--- config.mk ---
export PLATFORM = sky130hd
export DESIGN_NAME = kchp_owner
export DESIGN_NICKNAME = d
export VERILOG_FILES = /design/src/sv/kchp_pkg.sv /design/src/sv/kchp_owner.sv
export SDC_FILE = /design/constraint.sdc
export NUM_CORES = 2
export LEC_CHECK = 0
export BUFFER_PORTS_ARGS = -buffer_cell sky130_fd_sc_hd__buf_4
export CAP_MARGIN = 20
export CORE_MARGIN = 4
export CORE_UTILIZATION = 25
export DETAILED_ROUTE_END_ITERATION = 8
export GPL_ROUTABILITY_DRIVEN = 0
export SLEW_MARGIN = 40
export SYNTH_ARGS = -nofsm -noshare
export SYNTH_HDL_FRONTEND = slang
export SYNTH_SLANG_ARGS = --single-unit
--- constraint.sdc ---
create_clock -name clk_i -period 22.5 [get_ports clk_i]
set_input_delay 2.25 -clock clk_i [delete_from_list [all_inputs] [get_ports clk_i]]
set_output_delay 2.25 -clock clk_i [all_outputs]
set_load 0.03 [all_outputs]
--- src/sv/kchp_pkg.sv ---
// ----------------------------------------------------------------------------
// kchp_pkg: shared types and constants of the k-mer combine/partition unit
// Request payload structs, hash constants and named codes.
// ----------------------------------------------------------------------------
package kchp_pkg;

  // hash constants
  localparam logic [63:0] HASH_MUL   = 64'hc6a4_a793_5bd1_e995;
  localparam logic [63:0] HASH_SEED  = 64'h9E37_79B9_7F4A_7C15;
  localparam int unsigned HASH_SHIFT = 47;
  localparam int unsigned HASH_LEN   = 8;

  // configuration register indexes
  localparam int unsigned CFG_IDX_W = 1;
  localparam logic [CFG_IDX_W-1:0] CFG_NUM_OWNERS    = 1'd0;
  localparam logic [CFG_IDX_W-1:0] CFG_HITTER_ENABLE = 1'd1;
  localparam int unsigned CFG_DATA_W = 7;

  // request function codes
  localparam logic FUNC_KMER  = 1'b0;
  localparam logic FUNC_DRAIN = 1'b1;

  // packet kinds
  localparam logic KIND_NORMAL = 1'b0;
  localparam logic KIND_HEAVY  = 1'b1;

  typedef struct packed {
    logic        func;
    logic [63:0] kmer;
    logic        last_of_buffer;
    logic [5:0]  drain_owner;
  } in_item_t;

  typedef struct packed {
    logic [5:0]  dest_owner;
    logic        packet_kind;
    logic [63:0] out_kmer;
    logic [31:0] out_count;
    logic        packet_end;
  } out_item_t;

endpackage

--- src/sv/kchp_owner.sv ---
// ----------------------------------------------------------------------------
// kchp_owner: iterative owner hash
// 64-bit mix on one shared 32x32 multiplier, then remainder by the owner
// count four bits per cycle.
// ----------------------------------------------------------------------------
module kchp_owner (
  input  logic        clk_i,
  input  logic        rst_ni,
  input  logic        start_i,
  input  logic [63:0] key_i,
  input  logic [6:0]  n_i,
  output logic        done_o,
  output logic [6:0]  owner_o
);

  localparam logic [63:0] HashInit =
      kchp_pkg::HASH_SEED ^ (kchp_pkg::HASH_MUL * 64'(kchp_pkg::HASH_LEN));
  localparam logic [31:0] MulLo = kchp_pkg::HASH_MUL[31:0];
  localparam logic [31:0] MulHi = kchp_pkg::HASH_MUL[63:32];

  logic        busy_q, busy_d;
  logic        mod_q, mod_d;
  logic [1:0]  op_q, op_d;
  logic [2:0]  ph_q, ph_d;
  logic [3:0]  mcnt_q, mcnt_d;
  logic [63:0] x_q, x_d;
  logic [63:0] acc_q, acc_d;
  logic [63:0] prod_q, prod_d;
  logic [6:0]  r_q, r_d;
  logic        done_q, done_d;
  logic [63:0] mixed;
  logic [7:0]  rem;

  always_comb begin
    if (op_q == 2'd1) begin
      mixed = HashInit ^ acc_q;
    end else begin
      mixed = acc_q ^ (acc_q >> kchp_pkg::HASH_SHIFT);
    end
  end

  // four restoring remainder steps on the top nibble; one spare bit so the
  // shifted partial remainder never overflows
  always_comb begin
    rem = {1'b0, r_q};
    for (int i = 0; i < 4; i++) begin
      rem = {rem[6:0], x_q[63-i]};
      if (rem >= {1'b0, n_i}) begin
        rem = rem - {1'b0, n_i};
      end
    end
  end

  always_comb begin
    busy_d = busy_q;
    mod_d  = mod_q;
    op_d   = op_q;
    ph_d   = ph_q;
    mcnt_d = mcnt_q;
    x_d    = x_q;
    acc_d  = acc_q;
    prod_d = prod_q;
    r_d    = r_q;
    done_d = 1'b0;
    if (start_i) begin
      busy_d = 1'b1;
      mod_d  = 1'b0;
      op_d   = 2'd0;
      ph_d   = 3'd0;
      x_d    = key_i;
    end else if (busy_q && mod_q) begin
      r_d    = rem[6:0];
      x_d    = {x_q[59:0], 4'b0};
      mcnt_d = mcnt_q + 4'd1;
      if (mcnt_q == 4'd15) begin
        busy_d = 1'b0;
        done_d = 1'b1;
      end
    end else if (busy_q) begin
      ph_d = ph_q + 3'd1;
      case (ph_q)
        3'd0: begin
          prod_d = {32'b0, x_q[31:0]} * {32'b0, MulLo};
        end
        3'd1: begin
          acc_d  = prod_q;
          prod_d = {32'b0, x_q[31:0]} * {32'b0, MulHi};
        end
        3'd2: begin
          acc_d  = acc_q + {prod_q[31:0], 32'b0};
          prod_d = {32'b0, x_q[63:32]} * {32'b0, MulLo};
        end
        3'd3: begin
          acc_d = acc_q + {prod_q[31:0], 32'b0};
        end
        default: begin
          ph_d = 3'd0;
          x_d  = mixed;
          if (op_q == 2'd3) begin
            mod_d  = 1'b1;
            r_d    = 7'd0;
            mcnt_d = 4'd0;
          end else begin
            op_d = op_q + 2'd1;
          end
        end
      endcase
    end
  end

  always_ff @(posedge clk_i or negedge rst_ni) begin
    if (!rst_ni) begin
      busy_q <= 1'b0;
      mod_q  <= 1'b0;
      done_q <= 1'b0;
      op_q   <= 2'd0;
      ph_q   <= 3'd0;
      mcnt_q <= 4'd0;
    end else begin
      busy_q <= busy_d;
      mod_q  <= mod_d;
      done_q <= done_d;
      op_q   <= op_d;
      ph_q   <= ph_d;
      mcnt_q <= mcnt_d;
    end
  end

  always_ff @(posedge clk_i) begin
    x_q    <= x_d;
    acc_q  <= acc_d;
    prod_q <= prod_d;
    r_q    <= r_d;
  end

  assign done_o  = done_q;
  assign owner_o = r_q;

endmodule

==> flow_metrics.py <==
metrics = {
    "logic_synthesis": {
        "yosys_warnings": 0,
        "yosys-top-cells-area": "fa_1 (37%), ha_1 (23%), inv_1 (11%)",
        "synth-main-ff-cell": "edfxtp_1",
        "synth_nets": 9131,
        "mappedNetlistArea_um2": 65800,
        "ys_async_sr_fraction_pct": 5.69,
        "synth.distinct_cells": 82,
        "netlist_instances": 6618,
        "ys_ff_latch": 211,
        "synth_top_cell_area_share_pct": 36.9,
        "avgSynthCellArea_um2": 9.94,
        "synth_edf_count": 199,
        "yosysSeqAreaShare_pct": 9.55,
        "yosysTopAreaCell": "fa_1",
    },
    "cts": {
        "holdBufCountCts": 0,
        "cts.sinks": 211,
        "cts_tree": "built",
        "cts_max_level": 1,
        "cts_resized": 0,
        "clockBufferDepth": 3,
        "post_cts_buffers": 0,
        "clk_pin_slew_ns": 0.06,
        "root_buffer": "clkbuf_16",
        "clk_latency_ns": 0.60,
        "cts_buffers": 26,
    },
    "sta": {
        "slew_violations": 0,
        "tns_ns": 0,
        "tightest_slew_ns": 0.852,
        "relSlewSlack_pct": 43.2,
        "clock.fmax_ghz": 0.0983,
        "final_hold_viol_count": 0,
        "setup_viol": 0,
        "fin_crit_ns": 10.18,
        "rsz0062_at_grt": "no",
        "skew_ns": 0.0304,
        "period_share_pct": 45.2,
    },
    "setup_path": {
        "worstSetupStartpointType": "input port",
        "cp_slowest_stage_delay_ns": 0.53,
        "critPathMaxFanout": 12,
        "crit_type": "input port to register",
        "slowest_stage": "or3_1",
        "worstSetupEndpointType": "register",
        "required_ns": 22.83,
        "arrival_ns": 10.50,
        "ff2ff_setup_slack_ns": 12.82,
    },
    "place": {
        "dp_hpwl_mm": 192,
        "io_buffers": 81,
    },
    "floorplan": {
        "die_area_um2": 271000,
        "rows": 188,
        "start_util_pct": 25.1,
        "ioPinCount": 82,
        "core_um2": 262000,
        "dieHeight_um": 521,
        "die_x_um": 521,
    },
    "grt": {
        "grt.busiest_layer": "met2",
        "grt_util_met2_pct": 25.5,
        "met1_usage_pct": 21.3,
        "grt_pass1_wl_mm": 331,
        "grt_pass1_vias": 51400,
        "grt_usage_pct": 16.2,
        "grt_max_degree": 68,
        "antenna_found_initial": 7,
        "gr-total-overflow": 0,
        "grtUsageMet3_pct": 4.18,
    },
    "finish": {
        "final_nets": 9195,
        "seq_area_um2": 6280,
        "multi_input_area_um2": 52100,
        "drive_above_1_share_pct": 3.77,
        "syn_to_final_growth_pct": 9.39,
        "fill_cells": 27700,
    },
    "route": {
        "post-route-drc-count": 0,
        "firstDrtPassIters": 6,
        "drtIter0Drc": 4562,
        "viasPerCell": 4.72,
        "postRouteAntennaNets": 0,
        "vias": 48300,
        "wl_mm": 221,
        "wl_per_cell_um": 21.7,
    },
    "min_path": {
        "min_path_type": "register to register",
    },
    "outcome": {
        "status": "complete, no violations",
    },
    "run": {
        "maxCapViolations": 0,
    },
}
[registers in the layout (all words and copies together) (netlist names)]
signal	count
busy_q	1
x_q	64
prod_q	64
ph_q	3
done_o	1
mcnt_q	4
owner_o	7
op_q	2
mod_q	1
acc_q	64
[cell usage in the layout (no fill, tap or decap), types with 42 or more instances in the layout]
| master | instances |
|---|---|
| inv_1 | 1849 |
| ha_1 | 1227 |
| fa_1 | 1211 |
| nand2_1 | 256 |
| a21oi_1 | 232 |
| o21ai_0 | 213 |
| edfxtp_1 | 199 |
| a21o_1 | 173 |
| nor2_1 | 159 |
| xnor2_1 | 148 |
| buf_4 | 145 |
| xor2_1 | 101 |
| nand3_1 | 52 |
| and2_1 | 47 |
| nand4_1 | 42 |
[synthesized netlist by cell type (27+ instances only)]
| cell type | n |
|---|---|
| nor3_1 | 37 |
| fa_1 | 1211 |
| inv_1 | 1849 |
| edfxtp_1 | 199 |
| a22oi_1 | 31 |
| xnor2_1 | 148 |
| ha_1 | 1228 |
| a31oi_1 | 27 |
| a21o_1 | 173 |
| nor2_1 | 161 |
| mux2i_1 | 39 |
| o21bai_1 | 29 |
| nor2b_1 | 38 |
| nand4_1 | 42 |
| a211oi_1 | 27 |
| nand2_1 | 257 |
| and3_1 | 28 |
| a21oi_1 | 232 |
| nand3_1 | 52 |
| nand2b_1 | 37 |
| xor2_1 | 101 |
| o21ai_0 | 213 |
| clkbuf_1 | 112 |
| and2_1 | 48 |
| o21a_1 | 27 |
[per-stage QoR]
stage	util [%]	std cells	area, um^2	worst slack, ns	hold slack (ns)
after floorplan	-	6618	65800	13.34	0.496
after global placement	27.0	10200	70800	12.15	0.519
after detailed placement	27.1	10200	70900	11.99	0.518
after CTS	27.4	10200	71900	12.60	0.519
after global routing	27.4	10200	71900	11.90	0.582
final	27.4	10200	71900	12.33	0.509
[worst paths after layout]
path / end / depth (start not counted) / startpoint
min reg2reg: acc_q[35] / 2 / prod_q[35]
min: acc_q[35] / 2 / prod_q[35]
max: owner_o[2] / 38 / n_i[1]
min in group asynchronous: mcnt_q[2] / 1 / rst_ni
max in group asynchronous: ph_q[0] / 1 / rst_ni
max reg2reg: owner_o[2] / 40 / x_q[63]
[area by class of cell]
cell class | count | area share (%)
inverters | 1849 | 9.65
well taps | 3515 | 6.11
repair buffers | 155 | 1.69
multi-input cells | 4439 | 72.5
diodes | 3 | 0.0104
clock inverters | 19 | 0.397
flip-flops and latches | 211 | 8.73
clock buffers | 29 | 0.920
[per-layer routing]
| metal | part of all wire (%) | vias up |
|---|---|---|
| met2 | 45 | 2174 |
| met4 | 4.8 | 6 |
| met1 | 40 | 24500 |
| met3 | 10 | 401 |
| met5 | 0.013 | - |
| li1 | - | 21200 |
[cell families after synthesis]
logic type,count (synthesis),synth area share [%]
xor gates and xnor gates,249,3.32
muxes,58,0.925
adders and majority gates,2439,60.2
and+or+nand+nor,745,5.41
buffers and inverters,1968,11.3
DFF,211,9.55
AOI/OAI and AO/OA,948,9.30
[critical path, delay by kind of cell]
family	cells	cell delay, ns
AO/OA/AOI/OAI	20	3.76
adder cells (fa/ha/maj)	4	1.57
buffers and inverters	2	0.28
multiplexers	2	0.62
AND/OR/NAND/NOR	10	2.00
Power is left out: the tool's default activity adds up to more than one toggle a clock period on the data nets, which glitch-free logic cannot reach.
