File: src/sv/kchp_ram.sv
// ----------------------------------------------------------------------------
// kchp_ram: generic simple dual-port RAM
// One write port, one read port, read data registered and held when idle.
// ----------------------------------------------------------------------------
module kchp_ram #(
  parameter int unsigned Width = 8,
  parameter int unsigned Depth = 16
) (
  input  logic                                  clk_i,
  input  logic                                  we_i,
  input  logic [(Depth > 1 ? $clog2(Depth) : 1)-1:0] waddr_i,
  input  logic [Width-1:0]                      wdata_i,
  input  logic                                  re_i,
  input  logic [(Depth > 1 ? $clog2(Depth) : 1)-1:0] raddr_i,
  output logic [Width-1:0]                      rdata_o
);

  logic [Width-1:0] mem_q [Depth];

  always_ff @(posedge clk_i) begin
    if (we_i) begin
      mem_q[waddr_i] <= wdata_i;
    end
    if (re_i) begin
      rdata_o <= mem_q[raddr_i];
    end
  end

endmodule

File: config.mk
export PLATFORM = sky130hd
export DESIGN_NAME = kchp_ram
export DESIGN_NICKNAME = d
export VERILOG_FILES = /design/src/sv/kchp_ram.sv
export SDC_FILE = /design/constraint.sdc
export NUM_CORES = 1
export LEC_CHECK = 0
export BUFFER_PORTS_ARGS = -buffer_cell sky130_fd_sc_hd__buf_4
export CAP_MARGIN = 20
export CORE_UTILIZATION = 30
export DETAILED_ROUTE_END_ITERATION = 10
export PLACE_DENSITY = 0.46
export SLEW_MARGIN = 10
export SYNTH_ARGS = -nofsm -noshare
export SYNTH_HDL_FRONTEND = slang
export SYNTH_SLANG_ARGS = --single-unit
File: constraint.sdc
create_clock -name clk_i -period 2.1 [get_ports clk_i]
set_input_delay 0 -clock clk_i [delete_from_list [all_inputs] [get_ports clk_i]]
set_output_delay 0 -clock clk_i [all_outputs]
set_load 0.005 [all_outputs]
==> results of run 1 <==
==> per-stage QoR <==
step           cell area [sq um]  utilization [%]
5_1_grt                     6420            38.17
4_1_cts                     6420            38.17
2_1_floorplan               5228                -
3_3_place_gp                5769            34.30
6_report                    6420            38.17
3_5_place_dp                5769            34.30
==> critical path: cells and delay by family, from the launching register on <==
kind / cells / cell delay (ns)
simple gates: 1 / 0.09
compound gates: 1 / 0.31
mux: 1 / 0.56
flops: 1 / 0.35
==> state kept, by name, summed over array words and instances, names as in the netlist <==
register	cells
mem_q	128
rdata_o	8
==> power groups by stage <==
stage	logic (uW)	clock network (uW)	registers, uW
6_report	312	2800	3080
5_1_grt	338	2970	3080
4_1_cts	320	2850	3080
3_5_place_dp	306	0	3130
3_3_place_gp	305	0	3130
2_1_floorplan	154	0	3130
==> worst paths after layout <==
kind | slack, ns | cells after the start | to | from
max | 0.53 | 3 | rdata_o[1] | mem_q[5][1]
min | 0.11 | 3 | mem_q[4][2] | waddr_i[0]
max reg2reg | 0.53 | 3 | rdata_o[1] | mem_q[5][1]
min reg2reg | 0.75 | 3 | rdata_o[6] | mem_q[12][6]
==> repair_timing <==
item	4_1_cts	5_1_grt
resized for setup	0	0
hold endpoints to repair	136	0
hold buffers	9	0
==> cell type report <==
class	instances	area [sq um]
fill	1560	10400
tap	220	275.3
clock buffer	17	425.4
clock inverter	15	135.1
sequential	136	4084
timing repair buffer	56	442.9
multi-input combinational	83	1057
==> cells by family (layout without fill, tap and decap cells) <==
| kind of cell | Yosys count | after routing | synth area share (%) |
|---|---|---|---|
| AOI/OAI and AO/OA | 16 | 16 | 2.298 |
| and+or+nand+nor | 35 | 35 | 3.136 |
| buffers and inverters | 10 | 88 | 1.651 |
| muxes | 32 | 32 | 14.79 |
| DFF | 136 | 136 | 78.12 |
==> placed cells by master (no fill, tap or decap), drive strengths merged <==
cell type / n
clkinv: 8
nor2: 13
and2b: 1
or3b: 1
nor2b: 1
nand2: 9
buf: 47
bufinv: 2
inv: 1
mux4: 32
dlygate4sd3: 9
edfxtp: 136
nand3: 1
nand3b: 2
nor3: 4
a22oi: 16
and2: 1
nand2b: 2
clkinvlp: 4
clkbuf: 17
==> per-layer routing <==
layer	global-route usage [%]	vias to the layer above	wire length (microns)
li1	-	1109	-
met1	17.88	1310	5229
met2	20.52	58	5142
met3	3.817	16	382
met4	5.871	0	226
met5	0	-	0
==> impl_metrics.ini, run 1 <==
[run_status]
status = finished clean

[finish]
fin_cells = 527
final_layout_size_suffix_gt1_share_pct = 29.97
nNetsFinal = 313
syn_to_final_growth_pct = 22.81
diodes = 0

[synthesis]
yosysTopAreaCell = edfxtp_1
synth_cell_types = 18
ys_ff_latch = 136
synth_top_cells_by_area = edfxtp_1 (78%), mux4_2 (7.8%), mux4_1 (7.0%)
synth_edf_count = 136
seq_area_frac_synth_pct = 78.12
syn_inst = 229
synth_flop_cell = edfxtp_1
netlist_top_cells_count = edfxtp_1 (136), mux4_2 (18), a22oi_1 (16)
async_flop_share_pct = 0
yosys_warnings = 0
synth_fp_nets = 248
syn_area_sq_um = 5228
synth_area_per_cell_sq_um = 22.83
yosysMostFrequentCell = edfxtp_1
synth_top_area_share_pct = 78.12

[power_and_ir_drop]
pwr-share-clk_pct = 45.2
p_seq_share_pct = 49.7
switchingPower_uw = 1263
switching_share_pct = 20.42
powerDensity_nw_per_um2 = 963.5
ir_drop_uv = 589.3
total_leakage_power_uw = 0.002140
p_comb_share_pct = 5.0
finalPower_uw = 6185
p_int_uw = 4923

[sta]
setup_viol = 0
slew_headroom_pct = 69.65
grt_setup_unrepaired = false
period_share_pct = 74.70
hold_viol_final = 0
layout_min_cycle_time_ns = 1.569
tightest_slew_ns = 0.4553
fin_ws_ns = 0.5314
tns_ns = 0
hold_slack_ns = 0.1055
slew_viol_final = 0
fmax_mhz = 637.5
finClkSkew_ns = 0.007156

[routing]
viasPerCell = 4.731
drtIter0Drc = 163
drcViolationCount = 0
wl_per_cell_microns = 20.83
first_pass_iters = 4
vias = 2493
routed_wl_microns = 10980
drtAntennaViolNets = 0

[die]
start_util_pct = 31.08
die_w_microns = 134.0
ios = 27
core_area_sq_um = 16820
die_area_sq_um = 17960
die_y_microns = 134.0
fp-row-count = 47

[global_route]
track_usage_pct = 13.44
grt_max_degree = 27
grt_overflow_total = 0
antenna_found_initial = 0
grt_pass1_vias = 2603
grt_pass1_wl_microns = 16490

[clock_tree]
clock_latency_ns = 0.42
post-cts-setup-buffers = 0
tritoncts = yes
htreeDepth = 4
clkSinkCount = 136
cts-root-buf = clkbuf_16
cts_buffers = 17
clock_tree.buffer_depth = 2
clk_pin_slew_ns = 0.06

[job]
drv_cap = 0

[worst_setup_path]
critPathMaxStageDelay_ns = 0.56
start_kind = register
cp.required_ns = 2.26
critical_path.slowest_cell = mux4_1
worstSetupPathType = reg2reg
worstPathMaxFanout = 1
critPathArrivalTime_ns = 1.73
path_cells = mux4_1 -> a22oi_1 -> nand2_1
end_kind = register

[place]
dp.cells = 486
dp_hpwl_microns = 6907
detailedPlace.worstSlack_ns = 0.3686
gp_congestion = 0.6692
io_buffers = 26

[hold_path]
hold_path_class = in2reg
No activity file was read; power rests on OpenSTA's default activity.
==> inputs of run 2 (changes only) <==
--- a/config.mk
+++ b/config.mk
@@ -5,6 +5,7 @@
 export SDC_FILE = /design/constraint.sdc
 export NUM_CORES = 1
 export LEC_CHECK = 0
+export ABC_AREA = 1
 export BUFFER_PORTS_ARGS = -buffer_cell sky130_fd_sc_hd__buf_4
 export CAP_MARGIN = 20
 export CORE_UTILIZATION = 30
==> constraint.sdc (replaced) <==
create_clock -name clk_i -period 1.5 [get_ports clk_i]
set_input_delay 0 -clock clk_i [delete_from_list [all_inputs] [get_ports clk_i]]
set_output_delay 0 -clock clk_i [all_outputs]
set_load 0.005 [all_outputs]
==> impl_metrics.ini, run 2 <==
[run_status]
status = finished clean

[synthesis]
synth_top_area_share_pct = 69.85
synth_edf_count = 136
ys_ff_latch = 136
synth_cell_types = 11
netlist_top_cells_count = nand2_1 (173), edfxtp_1 (136), inv_1 (100)
async_flop_share_pct = 0
yosys_warnings = 0
synth_fp_nets = 570
yosysTopAreaCell = edfxtp_1
synth_top_cells_by_area = edfxtp_1 (70%), nand2_1 (11%), nand3_1 (8.3%)
synth_area_per_cell_sq_um = 10.61
syn_area_sq_um = 5847
yosysMostFrequentCell = nand2_1
synth_flop_cell = edfxtp_1
syn_inst = 551
seq_area_frac_synth_pct = 69.85

[power_and_ir_drop]
total_leakage_power_uw = 0.003040
powerDensity_nw_per_um2 = 1251
ir_drop_uv = 934.6
finalPower_uw = 8923

[place]
gp_congestion = 0.7913
dp_hpwl_microns = 9486
io_buffers = 26
dp.cells = 842
place_area_sq_um = 6469

[clock_tree]
ctsHoldBuffers = 10
clkSinkCount = 136
ctsResizeCount = 0
clock_latency_ns = 0.41
clock_tree.buffer_depth = 2
htreeDepth = 4
cts-root-buf = clkbuf_16
tritoncts = yes
clk_pin_slew_ns = 0.06
cts_buffers = 17
post-cts-setup-buffers = 0

[routing]
routed_wl_microns = 14520
drcViolationCount = 0
drtIter0Drc = 292
viasPerCell = 4.403
first_pass_iters = 5
vias = 3888
wl_per_cell_microns = 16.45
drtAntennaViolNets = 0

[hold_path]
hold_path_class = in2reg
hp-start = raddr_i[2]

[worst_setup_path]
critPathArrivalTime_ns = 1.30
worstPathMaxFanout = 1
worstReg2RegStart = mem_q[9][4]
end_kind = register
start_kind = register
startpoint = mem_q[9][4]
worstSetupPathType = reg2reg
cp.required_ns = 1.67

[job]
drv_cap = 0

[finish]
syn_to_final_growth_pct = 22.04
final_common_cell = nand2_1
fin_cells = 883
final_cell_mix = nand2_1 (173), edfxtp_1 (136), inv_1 (100), nand3_1 (97), buf_4 (51)
final_layout_size_suffix_gt1_share_pct = 13.32
reg_top3 = mem_q: 128 flops, rdata_o: 8 flops
diodes = 0
largest_reg_flops = 128
nNetsFinal = 630
regMostFlops = mem_q
design_area_sq_um = 7136

[sta]
layout_min_cycle_time_ns = 1.137
period_share_pct = 75.81
hold_viol_final = 0
tns_ns = 0
finClkSkew_ns = 0.006540
fmax_mhz = 879.4
slew_viol_final = 0
setup_viol = 0
tightest_slew_ns = 0.4001
slew_headroom_pct = 73.33
grt_setup_unrepaired = false

[global_route]
grt_pass1_vias = 3818
track_usage_pct = 15.68
grt_max_degree = 35
grt_pass1_wl_microns = 22600
antenna_found_initial = 0
grt_overflow_total = 0

[die]
fp-row-count = 50
core_area_sq_um = 18890
ios = 27
die_w_microns = 141.6
start_util_pct = 30.95
die_y_microns = 141.6
die_area_sq_um = 20050
[run 2: cell types whose count changed after synthesis, moves of 4 or more]
cell     previous run  this run
a22oi_1            16         0
buf_2               3        13
inv_1               0       100
mux4_1             14         0
mux4_2             18         0
nand2_1             9       173
nand3_1             1        97
nor2_1             13        17
nor3_1              4         0
[run 2: kinds of logic after synthesis]
kind of cell	share of synthesized area [%]
AND/OR/NAND/NOR	20.76
flip-flops	69.85
buffers and inverters	9.394
[run 2: cell type report]
cell class / count / area (sq um)
multi-input combinational: 289 / 1214
tap: 260 / 325.3
sequential: 136 / 4084
fill: 1875 / 11760
timing repair buffer: 65 / 563.0
inverter: 102 / 382.9
clock inverter: 12 / 133.9
clock buffer: 19 / 432.9
[run 2: power by group]
group | internal (uW) | total (uW) | switching, uW
logic | 213 | 592 | 379
registers | 4280 | 4310 | 26.6
clock network | 2570 | 4020 | 1460
total | 7060 | 8920 | 1860
[run 2: through the flow]
stage	util [%]	hold slack, ns	setup slack [ns]
2_1_floorplan	-	0.09887	0.5492
3_3_place_gp	34.24	0.3281	0.2760
4_1_cts	37.77	0.04615	0.3524
3_5_place_dp	34.24	0.3312	0.2642
5_1_grt	37.77	0.06708	0.2642
6_report	37.77	0.05209	0.3629
[run 2: critical path, stage by stage (launching register included)]
cell	delay, ns
edfxtp_1	0.37
inv_1	0.06
nand2_1	0.04
nand3_1	0.07
nand3_1	0.11
nand3_1	0.17
nand2_1	0.06
[run 2: path summary, 6_finish.rpt]
path | slack, ns | endpoint | cells after the start
setup / recovery | 0.36 | rdata_o[4] | 6
hold / removal | 0.05 | rdata_o[4] | 4
setup reg to reg | 0.36 | rdata_o[4] | 6
hold reg to reg | 0.77 | rdata_o[4] | 6
[run 2: per-layer routing]
metal	share of wire, %	track usage (%)	vias to the layer above
li1	-	-	1898
met1	47	21.16	1887
met2	47	24.79	86
met3	4.2	3.476	17
met4	1.7	5.659	0
met5	0	0	-
==> inputs of run 3 (changes only) <==
--- a/config.mk
+++ b/config.mk
@@ -10,7 +10,7 @@
 export CAP_MARGIN = 20
 export CORE_UTILIZATION = 30
 export DETAILED_ROUTE_END_ITERATION = 10
-export PLACE_DENSITY = 0.46
+export PLACE_DENSITY = 0.47
 export SLEW_MARGIN = 10
 export SYNTH_ARGS = -nofsm -noshare
 export SYNTH_HDL_FRONTEND = slang
==> constraint.sdc (replaced) <==
create_clock -name clk_i -period 1 [get_ports clk_i]
set_input_delay 0 -clock clk_i [delete_from_list [all_inputs] [get_ports clk_i]]
set_output_delay 0 -clock clk_i [all_outputs]
set_load 0.005 [all_outputs]
==> impl_metrics.ini, run 3 (same netlist as run 2, synthesis figures left out) <==
[run_status]
status = finished, violations left
violations = setup timing

[global_route]
grt_max_degree = 37
antenna_found_initial = 0
grt_pass1_vias = 3866
grt_overflow_total = 0
grt_pass1_wl_microns = 22440
track_usage_pct = 15.57

[finish]
nNetsFinal = 632
fill_cells = 1861
reg_top3 = mem_q: 128 flops, rdata_o: 8 flops
fin_util_pct = 38.92
final_cell_mix = nand2_1 (171), edfxtp_1 (136), inv_1 (99), nand3_1 (61), buf_4 (45)
multi_input_comb_area_sq_um = 1399
largest_reg_flops = 128
regMostFlops = mem_q
seq_area_sq_um = 4084
syn_to_final_growth_pct = 25.76
final_layout_size_suffix_gt1_share_pct = 19.65
diodes = 0
final_common_cell = nand2_1

[die]
ios = 27
die_w_microns = 141.6
die_area_sq_um = 20050
fp-row-count = 50
start_util_pct = 30.95
core_area_sq_um = 18890
die_y_microns = 141.6

[clock_tree]
htreeDepth = 4
clkSinkCount = 136
cts-root-buf = clkbuf_16
cts_buffers = 17
post-cts-setup-buffers = 0
clock_tree.buffer_depth = 2
clk_pin_slew_ns = 0.05
tritoncts = yes
clock_latency_ns = 0.42

[worst_setup_path]
critPathArrivalTime_ns = 1.24
start_kind = register
worstReg2RegEnd = rdata_o[4]
end_kind = register
worstReg2RegStart = mem_q[5][4]
reg2reg_depth = 6
worstSetupPathType = reg2reg
startpoint = mem_q[5][4]
cp-endpoint = rdata_o[4]
worstPathMaxFanout = 1
cp.required_ns = 1.17
r2r_slack_ns = -0.07

[routing]
vias = 3887
first_pass_iters = 5
viasPerCell = 4.387
drtIter0Drc = 274
routed_wl_microns = 14460
drcViolationCount = 0
drtAntennaViolNets = 0
wl_per_cell_microns = 16.32

[place]
gp_congestion = 0.7756
dp_hpwl_microns = 9268
io_buffers = 26

[sta]
slew_viol_final = 0
hold_viol_final = 0
period_share_pct = 106.8
fmax_mhz = 936.4
slew_headroom_pct = 76.54
setup_viol = 11
layout_min_cycle_time_ns = 1.068
tns_ns = -0.4944
grt_setup_unrepaired = true
tightest_slew_ns = 0.3515
finClkSkew_ns = 0.003397
fin_ws_ns = -0.06788

[hold_path]
hold_path_class = in2reg
min_path_cells = 4

[power_and_ir_drop]
ir_drop_uv = 1212
total_leakage_power_uw = 0.003126
powerDensity_nw_per_um2 = 1772
finalPower_uw = 13030

[job]
drv_cap = 0
## run 3: changes by cell type in the layout (fill, tap and decap cells not counted), sizes merged
cell,before,now
buf,55,56
bufinv,3,1
clkinv,8,11
dlygate4sd3,10,11
## run 3: per-stage QoR
stage	cell area (sq um)	hold slack [ns]	setup WS (ns)	instances
after CTS	7293	0.06893	-0.07980	886
after global placement	6526	0.3156	-0.2339	843
after floorplan	5847	0.09887	0.04916	551
after global routing	7353	0.08776	-0.1341	886
after detailed placement	6526	0.3243	-0.2310	843
final	7353	0.08865	-0.06788	886
## run 3: metal layers
metal | part of all wire, % | global-route usage [%]
met5 | 0 | 0
met4 | 2.6 | 7.470
met3 | 4.2 | 2.464
met2 | 47 | 24.71
met1 | 46 | 20.85
## run 3: how the worst min path moves through the flow
stage | end | start | slack, ns
3_5_place_dp | rdata_o[6] | re_i | 0.32
2_1_floorplan | mem_q[0][0] | wdata_i[0] | 0.1
5_1_grt | rdata_o[4] | raddr_i[2] | 0.09
3_3_place_gp | rdata_o[6] | re_i | 0.32
6_report | rdata_o[4] | raddr_i[2] | 0.09
4_1_cts | rdata_o[4] | raddr_i[2] | 0.07
## run 3: layout make-up
type | instances | area share [%]
flip-flops and latches | 136 | 55.54
clock inverters | 13 | 1.191
clock buffers | 19 | 5.887
repair buffers | 67 | 8.729
multi-input cells | 289 | 19.02
inverters | 102 | 5.207
well taps | 260 | 4.424
## run 3: report_power, final
part	internal, uW	switching (uW)
clock network	3340	2230
registers	6420	41.3
logic	375	621
total	10100	2900
## run 3: repair_timing
item	in CTS	in global routing
setup endpoints to repair	11	11
hold endpoints to repair	142	0
pin swaps	23	20
hold buffers	11	0
gates resized for setup	28	14
## run 3: critical path, cell delays in order, from the launching register on
cell and delay, ns:
edfxtp_1 0.35, inv_1 0.06, nand2_1 0.04, nand3_1 0.12
nand3_1 0.10, nand3_1 0.10, nand2_1 0.06
